===== config.mk =====
export PLATFORM = sky130hd
export DESIGN_NAME = puag_cordic
export DESIGN_NICKNAME = d
export VERILOG_FILES = /design/src/hw/rtl/puag_pkg.sv /design/src/hw/rtl/puag_cordic.sv
export SDC_FILE = /design/constraint.sdc
export NUM_CORES = 2
export LEC_CHECK = 0
export BUFFER_PORTS_ARGS = -buffer_cell sky130_fd_sc_hd__buf_2
export CAP_MARGIN = 10
export CORE_MARGIN = 2
export CORE_UTILIZATION = 60
export DETAILED_ROUTE_END_ITERATION = 6
export GPL_ROUTABILITY_DRIVEN = 0
export PLACE_DENSITY = 0.76
export SYNTH_ARGS = -nofsm -noshare
export SYNTH_HDL_FRONTEND = slang
export SYNTH_SLANG_ARGS = --single-unit

===== constraint.sdc =====
create_clock -name clk -period 5.7 [get_ports clk]
set_input_delay 1.14 -clock clk [delete_from_list [all_inputs] [get_ports clk]]
set_output_delay 1.14 -clock clk [all_outputs]
set_load 0.01 [all_outputs]

===== src/hw/rtl/puag_pkg.sv =====
`timescale 1ns / 1ps
// ----------------------------------------------------------------------------
// puag_pkg
// Shared widths, codes and the CORDIC arctangent table of the panorama
// unwrap address generator.
// ----------------------------------------------------------------------------
package puag_pkg;

	localparam int ROW_W      = 10;
	localparam int COL_W      = 12;
	localparam int OFS_W      = 26;
	localparam int DIM_W      = 13;
	localparam int CTR_W      = 17;
	localparam int RAD_W      = 16;
	localparam int ANG_W      = 16;
	localparam int UH_W       = 11;
	localparam int CFG_IDX_W  = 3;
	localparam int CFG_DATA_W = 17;

	localparam int ONE_Q16        = 65536;
	localparam int INV_TWO_PI_Q16 = 10430;

	localparam int CORDIC_STEPS = 16;
	localparam int CX_W         = 34;
	localparam int CZ_W         = 18;
	localparam int TRIG_W       = 18;
	localparam logic signed [CX_W-1:0] CORDIC_GAIN = CX_W'(652032874);

	typedef enum logic [CFG_IDX_W-1:0] {
		CFG_ORIG_WIDTH   = 3'd0,
		CFG_ORIG_HEIGHT  = 3'd1,
		CFG_UNWRAP_WIDTH = 3'd2,
		CFG_CENTRE_U     = 3'd3,
		CFG_CENTRE_V     = 3'd4,
		CFG_RADIUS_MIN   = 3'd5,
		CFG_RADIUS_MAX   = 3'd6,
		CFG_OFFSET_ANGLE = 3'd7
	} cfg_idx_t;

	// arctangent of 2^-k in 1/65536 turn
	function automatic logic signed [CZ_W-1:0] atan_turn(input int k);
		logic signed [CZ_W-1:0] a;
		case (k)
			0:       a = CZ_W'(8192);
			1:       a = CZ_W'(4836);
			2:       a = CZ_W'(2555);
			3:       a = CZ_W'(1297);
			4:       a = CZ_W'(651);
			5:       a = CZ_W'(326);
			6:       a = CZ_W'(163);
			7:       a = CZ_W'(81);
			8:       a = CZ_W'(41);
			9:       a = CZ_W'(20);
			10:      a = CZ_W'(10);
			11:      a = CZ_W'(5);
			12:      a = CZ_W'(3);
			13:      a = CZ_W'(1);
			14:      a = CZ_W'(1);
			default: a = '0;
		endcase
		return a;
	endfunction

endpackage


===== src/hw/rtl/puag_cordic.sv =====
`timescale 1ns / 1ps
// ----------------------------------------------------------------------------
// puag_cordic
// Pipelined rotation CORDIC, one iteration per stage, on a 16-bit turn
// angle. A last stage scales to Q16 and folds in the quadrant.
// ----------------------------------------------------------------------------
module puag_cordic #(
	parameter type side_t = logic
) (
	input  logic                                clk,
	input  logic                                arst_n,
	input  logic                                en,
	input  logic                                in_valid,
	input  logic [puag_pkg::ANG_W-1:0]          theta,
	input  side_t                               side_in,
	output logic                                out_valid,
	output logic signed [puag_pkg::TRIG_W-1:0]  sin_q,
	output logic signed [puag_pkg::TRIG_W-1:0]  cos_q,
	output side_t                               side_out
);

	localparam int N  = puag_pkg::CORDIC_STEPS;
	localparam int XW = puag_pkg::CX_W;
	localparam int ZW = puag_pkg::CZ_W;
	localparam int TW = puag_pkg::TRIG_W;

	logic [N-1:0]          vld_s;
	logic signed [XW-1:0]  x_s [N];
	logic signed [XW-1:0]  y_s [N];
	logic signed [ZW-1:0]  z_s [N];
	logic [1:0]            quad_s [N];
	side_t                 side_s [N];

	for (genvar k = 0; k < N; k++) begin : g_iter
		logic                 vld_p;
		logic signed [XW-1:0] x_p;
		logic signed [XW-1:0] y_p;
		logic signed [ZW-1:0] z_p;
		logic [1:0]           quad_p;
		side_t                side_p;

		if (k == 0) begin : g_first
			assign vld_p  = in_valid;
			assign x_p    = puag_pkg::CORDIC_GAIN;
			assign y_p    = '0;
			assign z_p    = ZW'(theta[13:0]);
			assign quad_p = theta[15:14];
			assign side_p = side_in;
		end else begin : g_next
			assign vld_p  = vld_s[k-1];
			assign x_p    = x_s[k-1];
			assign y_p    = y_s[k-1];
			assign z_p    = z_s[k-1];
			assign quad_p = quad_s[k-1];
			assign side_p = side_s[k-1];
		end

		always_ff @(posedge clk or negedge arst_n) begin
			if (!arst_n) begin
				vld_s[k] <= 1'b0;
			end else if (en) begin
				vld_s[k] <= vld_p;
			end
		end

		always_ff @(posedge clk) begin
			if (en) begin
				if (z_p >= 0) begin
					x_s[k] <= x_p - (y_p >>> k);
					y_s[k] <= y_p + (x_p >>> k);
					z_s[k] <= z_p - puag_pkg::atan_turn(k);
				end else begin
					x_s[k] <= x_p + (y_p >>> k);
					y_s[k] <= y_p - (x_p >>> k);
					z_s[k] <= z_p + puag_pkg::atan_turn(k);
				end
				quad_s[k] <= quad_p;
				side_s[k] <= side_p;
			end
		end
	end

	logic signed [TW-1:0] xq;
	logic signed [TW-1:0] yq;

	assign xq = TW'(x_s[N-1] >>> 14);
	assign yq = TW'(y_s[N-1] >>> 14);

	always_ff @(posedge clk or negedge arst_n) begin
		if (!arst_n) begin
			out_valid <= 1'b0;
		end else if (en) begin
			out_valid <= vld_s[N-1];
		end
	end

	always_ff @(posedge clk) begin
		if (en) begin
			case (quad_s[N-1])
				2'd0: begin
					sin_q <= yq;
					cos_q <= xq;
				end
				2'd1: begin
					sin_q <= xq;
					cos_q <= -yq;
				end
				2'd2: begin
					sin_q <= -yq;
					cos_q <= -xq;
				end
				default: begin
					sin_q <= -xq;
					cos_q <= yq;
				end
			endcase
			side_out <= side_s[N-1];
		end
	end

endmodule


* Word level (Yosys, flattened, before mapping)
Memory sizes are Yosys's and may differ from the RTL's. A register that Yosys moved wholly into a read port is not among the register bits. Cells that the tools add are included.
Cells by class: add/sub/neg operators 92, order comparisons 16, equality and inequality tests 2, muxes and demuxes 148, bitwise operators 48, reductions and logical operators 1
Operators with widths (count):
- 34-bit two-way mux | 32
- 18-bit two-way mux | 16
- 18-bit by 1-bit greater-or-equal comparator with 1-bit output (second input constant) | 15
- 18-bit one-hot mux with 3 select lines | 2
- 1-bit two-way mux | 98
- 34-bit by 19-bit adder with 34-bit output | 2
- 34-bit by 20-bit adder with 34-bit output | 2
- 34-bit by 21-bit adder with 34-bit output | 2
- 34-bit by 22-bit adder with 34-bit output | 2
- 34-bit by 23-bit adder with 34-bit output | 2
- 34-bit by 24-bit adder with 34-bit output | 2
- 34-bit by 25-bit adder with 34-bit output | 2
- 34-bit by 26-bit adder with 34-bit output | 2
- 34-bit by 27-bit adder with 34-bit output | 2
- 34-bit by 28-bit adder with 34-bit output | 2
- 34-bit by 29-bit adder with 34-bit output | 2
- 34-bit by 30-bit adder with 34-bit output | 2
- 34-bit by 31-bit adder with 34-bit output | 2
- 34-bit by 32-bit adder with 34-bit output | 2
- 34-bit by 33-bit adder with 34-bit output | 2
- 34-bit by 19-bit subtractor with 34-bit output | 2
- 34-bit by 20-bit subtractor with 34-bit output | 2
- 34-bit by 21-bit subtractor with 34-bit output | 2
- 34-bit by 22-bit subtractor with 34-bit output | 2
- other kinds (45) | 106
Word-level totals: flip-flop bits (word level) 53, RAM bits 1424, input bits 21, output and inout port bits 38, logic and storage cells 331, memories 5
Memories:
- x_s | words 16, width 34, rd ports 16, clocked after Yosys merged registers in 0, write ports 16, RTL line puag_cordic.sv:28 | logic signed [XW-1:0] x_s [N];
- y_s | words 16, width 34, rd ports 16, clocked after Yosys merged registers in 0, write ports 16, RTL line puag_cordic.sv:29 | logic signed [XW-1:0] y_s [N];
- z_s | words 16, width 18, rd ports 15, clocked after Yosys merged registers in 0, write ports 16, RTL line puag_cordic.sv:30 | logic signed [ZW-1:0] z_s [N];
- quad_s | words 16, width 2, rd ports 16, clocked after Yosys merged registers in 0, write ports 16, RTL line puag_cordic.sv:31 | logic [1:0] quad_s [N];
- side_s | words 16, width 1, rd ports 16, clocked after Yosys merged registers in 1, write ports 16, RTL line puag_cordic.sv:32 | side_t side_s [N];

* Logic depth before layout (Yosys ltp)
An unclocked memory read counts as a cell.
depth after elaboration 6, gate-level depth with buffers 22, gate-level depth less buffers 22

* Worst setup path before layout
Ideal clock, no wire load.
kind input to register, start input port en, end memory x_s[0][271] (netlist name) (data pin), library setup time 0.260 ns, arrival 5.234 ns, data required time 5.440 ns, path slack 0.206 ns, cell stages on the path 19, buffers on the path 4, path through clkbuf_1 > clkbuf_1 > nand2_1 > clkbuf_1 > clkbuf_1 > nand2_1 > xnor2_1 > ha_1 > a21o_1 > a21o_1 > a21oi_1 > nor2_1 > or4_1 > a41o_1 > o31a_1 > a31oi_1 > o2111ai_1 > a21oi_1 > xnor2_1
RTL lines:
- from (decl) | RTL line puag_cordic.sv:12 | input logic en,
- to (decl) | RTL line puag_cordic.sv:28

==> out/qor_table.md <==
| Parameter | Value | Unit |
| --- | --- | --- |
| Wire length of the first global-routing pass | 428 | mm |
| Most used cells in the layout excluding fill and tap cells | sky130_fd_sc_hd__edfxtp_1 (1254), sky130_fd_sc_hd__ha_1 (1126), sky130_fd_sc_hd__a21oi_1 (1090) | - |
| Most frequent standard cell in the layout excluding fill and tap cells | sky130_fd_sc_hd__edfxtp_1 | - |
| Endpoint kind of the worst setup timing path | flop | - |
| Average routed wire per standard cell | 19.9 | um |
| Fill cell instance count of the final layout | 13615 | - |
| Run status | complete, but fails checks | - |
| Reg-to-reg setup timing slack | 0.27 | ns |
| TritonCTS clock tree | built | - |
| Count of final setup violators | 0 | - |
| DRT iter0 DRCs | 8153 | - |
| Antenna violations before repair | 1 | - |
| Synthesized netlist net count | 12121 | - |
| Top post-synthesis cells by area | sky130_fd_sc_hd__edfxtp_1 (36%), sky130_fd_sc_hd__ha_1 (13%), sky130_fd_sc_hd__xnor2_1 (9.1%) | - |
| HPWL after detailed placement | 209 | mm |
| Combined area of all synthesized cells | 105000 | sq um |
| Post-synthesis average cell area | 9.58 | sq um |
| Worst Path Arrival | 6.01 | ns |
| Maximum number of pins on one net before global-route repair | 183 | - |
| Register area | 38100 | sq um |
| Minimum hold slack | 0.224 | ns |
| Final Instance Area | 113000 | sq um |
| Worst path bufs/invs | 0 | - |
| Final Skew | 0.0483 | ns |
| Maximum level of the CTS H-tree | 4 | - |
| Layout net count | 12221 | - |
| Top cell type by total area after synthesis | sky130_fd_sc_hd__edfxtp_1 | - |
| Worst-Margin Slew | 1.24 | ns |
| Antenna violation net count after detailed routing | 0 | - |
| Async set or reset register ratio after synthesis | 1.34 | % |
| Post-synthesis sequential element count | 1271 | - |
| Required arrival time at the worst endpoint | 6.27 | ns |
| Worst Slack Setup Final | 0.265 | ns |
| Number of global-route vias before repair | 81941 | - |
| Failing checks | design-rule violations | - |
| CP max stage delay | 0.59 | ns |
| Chip Height | 422 | um |
| Path depth of the worst reg2reg path | 18 | - |
| Post-placement cell area | 108000 | sq um |
| Number of buffers between clock root and the deepest sink | 3 | - |
| GR Overflow Total | 0 | - |
| TritonCTS sink count | 1271 | - |
| Most used DFF post-synth | sky130_fd_sc_hd__edfxtp_1 | - |
| Normalized max-slew margin | 15.2 | % |
| Final number of max-transition violations | 0 | - |
| Final hold violation count | 0 | - |
| Total number of vias | 84517 | - |
| Post-DR vias/cell | 6.27 | - |
| Std-Cell Rows | 153 | - |
| Area used by multi-input combinational logic | 63900 | sq um |
| Floorplan die area | 178000 | sq um |
| Number of buffer cells added on primary ports | 58 | - |
| N_diodes | 0 | - |
| Initial core utilization | 60.3 | % |
| GRT Util Overall | 29.4 | % |
| Finished Core Util | 65.1 | % |
| Area fraction of the dominant cell type after synthesis | 35.9 | % |
| Total of max-cap violations | 0 | - |
| Period utilisation layout | 95.3 | % |
| Count of cell types in the netlist | 94 | - |
| Number of buffers created by CTS | 147 | - |
| Number of top-level design ports | 59 | - |
| Pre-antenna DRT Iters | 7 | - |
| CTS root buffer | sky130_fd_sc_hd__clkbuf_16 | - |
| Fraction of final layout cells sized beyond drive strength 1 | 4.96 | % |
| RR Startpoint | y_s[0][111] | - |
| Detailed Route WL | 268 | mm |
| EDFF count, synth | 1254 | - |
| Worst path cell trace | or4_4 > or3_4 > or4_1 > nor4_2 > nor2_1 > xor2_1 > ha_1 > a21oi_1 > nor2b_1 > nor2_1 > nor4b_1 > o211ai_1 > a31o_2 > nor2_1 > o21ai_0 > a41o_1 > o41a_1 > xnor2_1 | - |
| Pre-CTS WS | -0.167 | ns |
| Worst skew pair latency | 0.82 | ns |
| Maximum clock frequency | 184 | MHz |
| Count of mapped cells out of synthesis | 10938 | - |
| Yosys synthesis warning count | 0 | - |
| Worst hold path class | input port to asynchronous set/reset pin | - |
| Slowest stage cell, crit path | sky130_fd_sc_hd__or4_4 | - |
| Critical path class | flop to flop | - |
| Max Fanout on Critical Path | 6 | - |
| Type of element launching the critical path | flop | - |
| Area growth from synthesis to final layout | 7.91 | % |
| Die W | 422 | um |
| Core area | 174000 | sq um |
| Setup fix buffers added after clock tree synthesis | 0 | - |
| Unrepaired setup endpoints after global routing | no | - |
| Most common cell type on the critical path | sky130_fd_sc_hd__nor2_1 | - |
| DRC violation count after routing | 15 | - |
| Crit-path leading delay family | simple AND/OR/NAND/NOR gates | - |
| FF-to-FF End | x_s[0][169] | - |
| Sequential share of the synthesized area | 36.3 | % |
| Clock edge transition at the registers on the reported setup and hold paths | 0.06 | ns |
| Final worst path period need | 5.43 | ns |
-- Yosys cell counts, drive strengths merged (67+ instances only) --
cell    count
nor3      267
inv       504
a21o      465
nand2b    202
a211oi     67
nor2      852
o31ai     127
and3       94
xor2      525
o21a      167
nand3     170
nand2     679
o21bai    146
a21oi    1091
o21ai     612
clkbuf    205
edfxtp   1254
ha       1126
a31oi     111
xnor2    1086
or3        77
nor2b     185
nor4       72
-- cells by family after synthesis --
| family | after synthesis | share of synthesized area (%) |
|---|---|---|
| AO/OA/AOI/OAI | 3200 | 19.2 |
| XOR/XNOR | 1611 | 13.5 |
| adder cells (fa/ha/maj) | 1162 | 14.1 |
| buffers and inverters | 737 | 2.65 |
| flip-flops | 1271 | 36.3 |
| multiplexers | 99 | 1.03 |
| AND/OR/NAND/NOR | 2858 | 13.1 |
-- worst max-delay path by stage --
stage / cells past startpoint / endpoint / start
2_1_floorplan: 19 / x_s[0][271] / en
5_1_grt: 17 / y_s[1][101] / x_s[1][49]
3_3_place_gp: 17 / y_s[0][169] / en
6_report: 18 / x_s[0][169] / y_s[0][111]
4_1_cts: 18 / x_s[1][33] / y_s[0][251]
3_5_place_dp: 17 / y_s[0][169] / en
-- area by class of cell --
class	instances	share of cell area, %
clock buffers	177	3.40
clock inverters	93	0.990
inverters	505	1.68
multi-input cells	8930	56.6
flip-flops and latches	1271	33.7
well taps	2325	2.57
repair buffers	183	1.13
-- routing by layer --
metal,share of wire [%],vias to the layer above,track usage (%),routed length (um)
met1,40,40003,36.4,108000
met3,6.4,813,4.21,17200
met4,5.8,2,15.7,15500
li1,-,40461,-,-
met2,47,3238,49.8,127000
met5,0.0049,-,0,13
-- sequential cells by signal (all words and copies together), names as in the netlist --
register,flops
out_valid,1
z_s,249
sin_q,18
quad_s,32
cos_q,18
x_s,459
vld_s,1
side_s,16
side_out,1
g_iter.vld_p,15
y_s,461
-- metrics by stage --
step / TNS (ns) / instances
floorplan: 0 / 10938
detailed placement: -0.455 / 13214
global placement: -0.203 / 13214
CTS: 0 / 13484
global route: 0 / 13484
finish: 0 / 13484
-- repair_timing --
action | 4_1_cts | 5_1_grt
endpoints found under the hold margin | 0 | 0
resized for setup | 0 | 2
setup endpoints to repair | 0 | 2
hold buffers | 0 | 0
Power is not shown: default switching activity piles up to over one toggle a cycle in this logic, so the estimate is an artifact.
