File: src/hw/rtl/puag_pkg.sv
`timescale 1ns / 1ps
// ----------------------------------------------------------------------------
// puag_pkg
// Shared widths, codes and the CORDIC arctangent table of the panorama
// unwrap address generator.
// ----------------------------------------------------------------------------
package puag_pkg;

	localparam int ROW_W      = 10;
	localparam int COL_W      = 12;
	localparam int OFS_W      = 26;
	localparam int DIM_W      = 13;
	localparam int CTR_W      = 17;
	localparam int RAD_W      = 16;
	localparam int ANG_W      = 16;
	localparam int UH_W       = 11;
	localparam int CFG_IDX_W  = 3;
	localparam int CFG_DATA_W = 17;

	localparam int ONE_Q16        = 65536;
	localparam int INV_TWO_PI_Q16 = 10430;

	localparam int CORDIC_STEPS = 16;
	localparam int CX_W         = 34;
	localparam int CZ_W         = 18;
	localparam int TRIG_W       = 18;
	localparam logic signed [CX_W-1:0] CORDIC_GAIN = CX_W'(652032874);

	typedef enum logic [CFG_IDX_W-1:0] {
		CFG_ORIG_WIDTH   = 3'd0,
		CFG_ORIG_HEIGHT  = 3'd1,
		CFG_UNWRAP_WIDTH = 3'd2,
		CFG_CENTRE_U     = 3'd3,
		CFG_CENTRE_V     = 3'd4,
		CFG_RADIUS_MIN   = 3'd5,
		CFG_RADIUS_MAX   = 3'd6,
		CFG_OFFSET_ANGLE = 3'd7
	} cfg_idx_t;

	// arctangent of 2^-k in 1/65536 turn
	function automatic logic signed [CZ_W-1:0] atan_turn(input int k);
		logic signed [CZ_W-1:0] a;
		case (k)
			0:       a = CZ_W'(8192);
			1:       a = CZ_W'(4836);
			2:       a = CZ_W'(2555);
			3:       a = CZ_W'(1297);
			4:       a = CZ_W'(651);
			5:       a = CZ_W'(326);
			6:       a = CZ_W'(163);
			7:       a = CZ_W'(81);
			8:       a = CZ_W'(41);
			9:       a = CZ_W'(20);
			10:      a = CZ_W'(10);
			11:      a = CZ_W'(5);
			12:      a = CZ_W'(3);
			13:      a = CZ_W'(1);
			14:      a = CZ_W'(1);
			default: a = '0;
		endcase
		return a;
	endfunction

endpackage

File: src/hw/rtl/puag_div.sv
`timescale 1ns / 1ps
// ----------------------------------------------------------------------------
// puag_div
// Pipelined restoring divider, one quotient bit per stage. The partial
// remainder starts at rem0 (below the divisor) and NW dividend bits are
// shifted in. Side data travels with each item.
// ----------------------------------------------------------------------------
module puag_div #(
	parameter int  NW     = 16,
	parameter type side_t = logic
) (
	input  logic                        clk,
	input  logic                        arst_n,
	input  logic                        en,
	input  logic                        in_valid,
	input  logic [puag_pkg::DIM_W-1:0]  divisor,
	input  logic [puag_pkg::DIM_W-1:0]  rem0,
	input  logic [NW-1:0]               num,
	input  side_t                       side_in,
	output logic                        out_valid,
	output logic [NW-1:0]               quot,
	output side_t                       side_out
);

	localparam int DW = puag_pkg::DIM_W;

	logic [NW-1:0]         vld_s;
	logic [DW-1:0]         rem_s [NW];
	logic [DW-1:0]         dvs_s [NW];
	logic [NW-1:0]         num_s [NW];
	logic [NW-1:0]         q_s   [NW];
	side_t                 side_s [NW];

	for (genvar k = 0; k < NW; k++) begin : g_step
		logic          vld_p;
		logic [DW-1:0] rem_p;
		logic [DW-1:0] dvs_p;
		logic [NW-1:0] num_p;
		logic [NW-1:0] q_p;
		side_t         side_p;
		logic [DW:0]   trial;
		logic          ge;

		if (k == 0) begin : g_first
			assign vld_p  = in_valid;
			assign rem_p  = rem0;
			assign dvs_p  = divisor;
			assign num_p  = num;
			assign q_p    = '0;
			assign side_p = side_in;
		end else begin : g_next
			assign vld_p  = vld_s[k-1];
			assign rem_p  = rem_s[k-1];
			assign dvs_p  = dvs_s[k-1];
			assign num_p  = num_s[k-1];
			assign q_p    = q_s[k-1];
			assign side_p = side_s[k-1];
		end

		assign trial = {rem_p, num_p[NW-1]};
		assign ge    = trial >= {1'b0, dvs_p};

		always_ff @(posedge clk or negedge arst_n) begin
			if (!arst_n) begin
				vld_s[k] <= 1'b0;
			end else if (en) begin
				vld_s[k] <= vld_p;
			end
		end

		always_ff @(posedge clk) begin
			if (en) begin
				rem_s[k]  <= ge ? DW'(trial - {1'b0, dvs_p}) : trial[DW-1:0];
				dvs_s[k]  <= dvs_p;
				num_s[k]  <= num_p << 1;
				q_s[k]    <= {q_p[NW-2:0], ge};
				side_s[k] <= side_p;
			end
		end
	end

	assign out_valid = vld_s[NW-1];
	assign quot      = q_s[NW-1];
	assign side_out  = side_s[NW-1];

endmodule

File: config.mk
export PLATFORM = sky130hd
export DESIGN_NAME = puag_div
export DESIGN_NICKNAME = d
export VERILOG_FILES = /design/src/hw/rtl/puag_pkg.sv /design/src/hw/rtl/puag_div.sv
export SDC_FILE = /design/constraint.sdc
export NUM_CORES = 1
export LEC_CHECK = 0
export BUFFER_PORTS_ARGS = -buffer_cell sky130_fd_sc_hd__clkbuf_2
export CAP_MARGIN = 20
export CORE_MARGIN = 8
export CORE_UTILIZATION = 57
export CTS_BUF_LIST = sky130_fd_sc_hd__clkbuf_8 sky130_fd_sc_hd__clkbuf_16
export DETAILED_ROUTE_END_ITERATION = 10
export PLACE_DENSITY = 0.73
export RECOVER_POWER = 50
export SLEW_MARGIN = 30
export SYNTH_ARGS = -nofsm -noshare
export SYNTH_HDL_FRONTEND = slang
export SYNTH_SLANG_ARGS = --single-unit
File: constraint.sdc
create_clock -name clk -period 3.2 [get_ports clk]
set_clock_uncertainty 0.1 [all_clocks]
set_input_delay 0 -clock clk [delete_from_list [all_inputs] [get_ports clk]]
set_output_delay 0 -clock clk [all_outputs]
set_load 0.005 [all_outputs]
=== Yosys cells after proc, flatten, opt, wreduce, memory -nomap -nowiden ===
Memory sizes are Yosys's and may differ from the RTL's.
Index checks and enable logic that the tools add are counted.

* Memories: 5
* Register bits: 16
* Output and inout port bits: 18
* Input bits: 47
* Bits in writable memories: 928
* Word-level logic and storage cells: 71

* Order comparisons: 16
* Muxes and demuxes: 18
* Add/subtract/negate cells: 16

{| class="wikitable"
|+ Memories
! name !! depth !! width !! rd ports !! clocked after Yosys merged registers in !! wr ports !! RTL line !! text
|-
| q_s || 16 || 16 || 16 || 0 || 16 || puag_div.sv:31 || <nowiki>logic [NW-1:0] q_s [NW];</nowiki>
|-
| num_s || 16 || 15 || 15 || 0 || 16 || puag_div.sv:30 || <nowiki>logic [NW-1:0] num_s [NW];</nowiki>
|-
| dvs_s || 16 || 13 || 15 || 0 || 16 || puag_div.sv:29 || <nowiki>logic [DW-1:0] dvs_s [NW];</nowiki>
|-
| rem_s || 16 || 13 || 15 || 0 || 16 || puag_div.sv:28 || <nowiki>logic [DW-1:0] rem_s [NW];</nowiki>
|-
| side_s || 16 || 1 || 16 || 0 || 16 || puag_div.sv:32 || <nowiki>side_t side_s [NW];</nowiki>
|}

{| class="wikitable"
|+ Operators by type and width
! kind !! count
|-
| greater-or-equal comparator 14 x 13 -> 1 bit || 16
|-
| 2-to-1 mux 13 bit || 16
|-
| subtractor 13 bit || 16
|-
| 2-to-1 mux 1 bit || 2
|}

=== Longest topological paths before layout ===
An unclocked memory read counts as a cell.

* Word-level depth: 3
* Mapped depth: 12
* Depth with buffers taken out: 11

=== Worst setup path before layout ===
No wires, ideal clock.

* Path kind: register to register
* Start: mem num_s[1][14] (netlist name)
* End: mem rem_s[9][1] (netlist name), data pin
* Cell stages (with the launch flop): 11
* Required time: 2.840 ns
* Arrival time: 2.694 ns
* Buffers on the path: 0
* Slack: 0.146 ns
* Library setup time: 0.260 ns
* Clock period less this slack: 3.054 ns
* Path through: edfxtp_1 inv_1 ha_1 inv_1 fa_1 a21o_1 a21o_1 a311oi_4 a21oi_2 a2111oi_4 mux2_4

{| class="wikitable"
|+ RTL lines
! what !! RTL line
|-
| start: declaration || puag_div.sv:30
|-
| end: declaration || puag_div.sv:28
|}

==> results.py <==
metrics = {
    "run_status": {
        "run_status": "complete, but fails checks",
        "violations": "max-capacitance violations, max-slew violations",
    },
    "floorplanning": {
        "die-area_sq_mm": 0.0641,
        "count_of_standard_cell_rows": 87,
        "dieWidth_microns": 253,
        "placeableCoreArea_sq_mm": 0.0560,
        "die_height_microns": 253,
        "ios": 65,
        "start_util": 0.573,
    },
    "synth": {
        "synth_top_flop_cell": "sky130_fd_sc_hd__edfxtp_1",
        "synth_warnings": 0,
        "synth_enable_flop_cells": 662,
        "sequential_share_of_the_synthesized_area": 0.633,
        "netlist_area_sq_mm": 0.0321,
        "ys_ff_latch": 678,
        "synthCells": 2367,
        "synth_cell_types": 69,
        "synth_fp_nets": 2637,
        "synth-async-reset-ratio": 0.0236,
        "synth_area_per_cell_sq_um": 13.5,
    },
    "routing": {
        "ant_nets": 0,
        "vias": 18900,
        "drt_pass1_iterations": 5,
        "routed_wire_length_per_instance_microns": 17.1,
        "remaining_drc_errors": 0,
        "drt_iter0_drc": 1051,
        "vias_per_cell": 5.51,
        "drt_wl_total_microns": 58800,
    },
    "global_route": {
        "grt_start_max_net_pins": 90,
        "met2_usage": 0.332,
        "antenna_found_initial": 0,
        "first_global_vias": 19800,
        "grt.total_usage": 0.185,
        "grt_busiest_layer": "met2",
        "grt_use_met1": 0.216,
        "grt.overflow.total": 0,
        "grt_pass1_wl_microns": 96000,
        "grt_use_met3": 0.0334,
    },
    "sta": {
        "fin_crit_sh": 0.967,
        "timing.final.setup_violations": 0,
        "hold_violations": 0,
        "setup_ws_ns": 0.104,
        "maximum_clock_rate_mhz": 323,
        "max-slew-margin-rel": -0.470,
        "final.min_clock_period_ns": 3.10,
        "timing_worst_slew_pin_value_ns": 2.21,
        "slew_violations": 73,
        "worst_hold_slack_ns": 0.0482,
    },
    "cts": {
        "cts_htree_levels": 3,
        "clkSlewWorstSetupHoldPaths_ns": 0.06,
        "worstSkewPairLatency_ns": 0.60,
        "inserted_clock_buffers": 71,
        "max-clock-path-buffers": 3,
        "cts.sinks": 678,
        "tritoncts": "done",
        "clock_tree_root_buffer_cell": "sky130_fd_sc_hd__clkbuf_16",
    },
    "place": {
        "globalplace.congestion": 0.872,
        "place.port_buffers": 64,
        "worst_slack_at_placement_ns": -0.112,
        "place.detailed.hpwl_microns": 41600,
    },
    "setup_path": {
        "worst-r2r-cell-count": 12,
        "crit_path_start_kind": "flip-flop",
        "cp_max_fo": 10,
        "kind_of_end_point_of_the_critical_path": "flip-flop",
        "cp_arrival_ns": 3.34,
        "cp_data_required_time_ns": 3.44,
        "crit_type": "flip-flop to flip-flop",
    },
    "final_layout": {
        "signed_area_change_from_the_synthesized_netlist_to_the_final_layout_pct": 15.5,
        "fin_nets": 2892,
        "antennaDiodeCount": 0,
        "post_route_cells_drive_above_1_share": 0.138,
    },
    "worst_hold_path": {
        "timing.hold.worst.class": "input port to flip-flop",
        "holdPathStages": 2,
    },
    "power_and_ir_drop": {
        "cellLeakagePower_uw": 0.0149,
        "power.ir.vdd_worst_uv": 507,
        "design_power_total_uw": 34300,
        "powerDensity_mw_per_mm2": 926,
    },
    "job": {
        "max_cap_violations": 1,
    },
}
[final cells by class]
| class | count | area [sq um] |
|---|---|---|
| fillers | 4046 | 18900 |
| multi-input cells | 1392 | 10800 |
| flip-flops and latches | 678 | 20300 |
| inverters | 268 | 1010 |
| well taps | 756 | 946 |
| clock inverters | 53 | 523 |
| clock buffers | 72 | 1800 |
| repair buffers | 211 | 1660 |
[flip-flops by register name, summed over array words and instances (netlist names)]
signal,flops
side_s,16
g_step.vld_p,15
q_s,136
dvs_s,195
rem_s,195
num_s,120
out_valid,1
[synth_stat cells, types with 3 or more instances]
library cell               count  share of area
sky130_fd_sc_hd__o22ai_1       4        0.00078
sky130_fd_sc_hd__clkbuf_1     16         0.0019
sky130_fd_sc_hd__edfxtp_1    662           0.62
sky130_fd_sc_hd__nand2_1     132          0.015
sky130_fd_sc_hd__or4_1         5         0.0012
sky130_fd_sc_hd__or3_1         6         0.0012
sky130_fd_sc_hd__nand3_1      19         0.0030
sky130_fd_sc_hd__nand2b_1     35         0.0068
sky130_fd_sc_hd__or2_2         7         0.0014
sky130_fd_sc_hd__mux2_2      109          0.038
sky130_fd_sc_hd__o31ai_1      13         0.0030
sky130_fd_sc_hd__o31a_1        7         0.0019
sky130_fd_sc_hd__a21oi_1     129          0.020
sky130_fd_sc_hd__o21bai_1     15         0.0035
sky130_fd_sc_hd__a311oi_1      4         0.0011
sky130_fd_sc_hd__a21boi_0      5         0.0012
sky130_fd_sc_hd__o221ai_1      4         0.0011
sky130_fd_sc_hd__and3_1        6         0.0012
sky130_fd_sc_hd__dfrtp_1      16          0.012
sky130_fd_sc_hd__ha_1        208          0.081
sky130_fd_sc_hd__xnor2_1      70          0.019
sky130_fd_sc_hd__buf_6         3         0.0011
sky130_fd_sc_hd__o211a_1       3        0.00094
sky130_fd_sc_hd__o21ai_0     130          0.020
sky130_fd_sc_hd__xor2_1       71          0.019
sky130_fd_sc_hd__a211oi_1      8         0.0019
sky130_fd_sc_hd__nand4_1      24         0.0047
sky130_fd_sc_hd__a211o_1       9         0.0025
sky130_fd_sc_hd__nor2b_1      18         0.0035
sky130_fd_sc_hd__o211ai_1     10         0.0023
sky130_fd_sc_hd__o21a_1       22         0.0052
sky130_fd_sc_hd__a21o_1       71          0.017
sky130_fd_sc_hd__mux2i_1      15         0.0047
sky130_fd_sc_hd__nor3_1       35         0.0055
sky130_fd_sc_hd__nor2_1      114          0.013
sky130_fd_sc_hd__a41oi_1       3        0.00082
sky130_fd_sc_hd__and2_1        6         0.0012
sky130_fd_sc_hd__fa_1         15         0.0094
sky130_fd_sc_hd__and4_1        5         0.0014
sky130_fd_sc_hd__buf_2         9         0.0014
sky130_fd_sc_hd__nor4_1        5        0.00098
sky130_fd_sc_hd__inv_1       268          0.031
sky130_fd_sc_hd__a31oi_1      12         0.0023
sky130_fd_sc_hd__a221oi_1      6         0.0016
[through the flow]
stage	cell area, sq um	cells	utilization	setup TNS, ns
floorplan	32100	2367	-	0
global placement	33900	3231	0.606	-0.0443
detailed placement	33900	3231	0.606	-2.11
CTS	37000	3424	0.661	0
global route	37000	3430	0.662	-0.116
finish	37000	3430	0.662	0
[metal layers]
layer / vias to the layer above / wire, microns
met3: 132 / 2510
met1: 9145 / 24300
met5: - / 0
li1: 9234 / -
met2: 393 / 30100
met4: 0 / 1950
[final timing paths]
check                              from               end  slack (ns)
setup / recovery           num_s[0][44]       rem_s[3][2]        0.10
hold / removal                   num[0]       num_s[0][0]        0.05
setup reg to reg           num_s[0][44]       rem_s[3][2]        0.10
hold reg to reg            num_s[1][73]      num_s[1][89]        0.31
max in group asynchronous        arst_n  g_step[14].vld_p        2.12
min in group asynchronous        arst_n   g_step[5].vld_p        0.43
[cell usage in the layout, fill, tap and decap left out, drive strengths merged, types with 26 or more instances in the layout]
cell	synthesis	final
edfxtp	662	662
inv	268	283
ha	208	208
clkbuf	16	147
nand2	132	132
a21oi	131	131
o21ai	130	130
nor2	114	114
mux2	112	112
xor2	71	71
a21o	71	71
xnor2	70	70
buf	13	70
dlygate4sd3	0	66
nor3	35	35
nand2b	35	35
clkinv	0	26
[power breakdown]
group / total (uW) / switching [uW] / internal [uW]
registers: 13500 / 1010 / 12500
clock network: 8150 / 3320 / 4830
logic: 12700 / 6650 / 6040
[worst max-delay path: stages (launching register included)]
cell	delay, ns
sky130_fd_sc_hd__edfxtp_1	0.36
sky130_fd_sc_hd__inv_1	0.08
sky130_fd_sc_hd__ha_1	0.17
sky130_fd_sc_hd__inv_1	0.07
sky130_fd_sc_hd__fa_2	0.36
sky130_fd_sc_hd__a21o_1	0.18
sky130_fd_sc_hd__a21oi_2	0.17
sky130_fd_sc_hd__o211ai_1	0.15
sky130_fd_sc_hd__a41oi_2	0.26
sky130_fd_sc_hd__o211ai_1	0.14
sky130_fd_sc_hd__a211o_1	0.32
sky130_fd_sc_hd__buf_4	0.19
sky130_fd_sc_hd__mux2_2	0.28
[timing repair]
item / 4_1_cts / 5_1_grt
setup endpoints to repair: 70 / 136
setup buffers: 2 / 6
hold buffers: 66 / 0
hold endpoints to repair: 115 / 0
resized for setup: 11 / 24
pin swaps: 1 / 11
[cells by family (layout without fill, tap and decap cells)]
logic type | Yosys count | in the layout | share of synthesized area
fa+ha+maj | 223 | 223 | 0.0905
buf+inv | 297 | 604 | 0.0358
simple gates | 421 | 421 | 0.0617
compound gates | 480 | 480 | 0.0966
xor+xnor | 141 | 141 | 0.0385
mux | 127 | 127 | 0.0443
flops | 678 | 678 | 0.633
(Power assumes the default switching activity.)
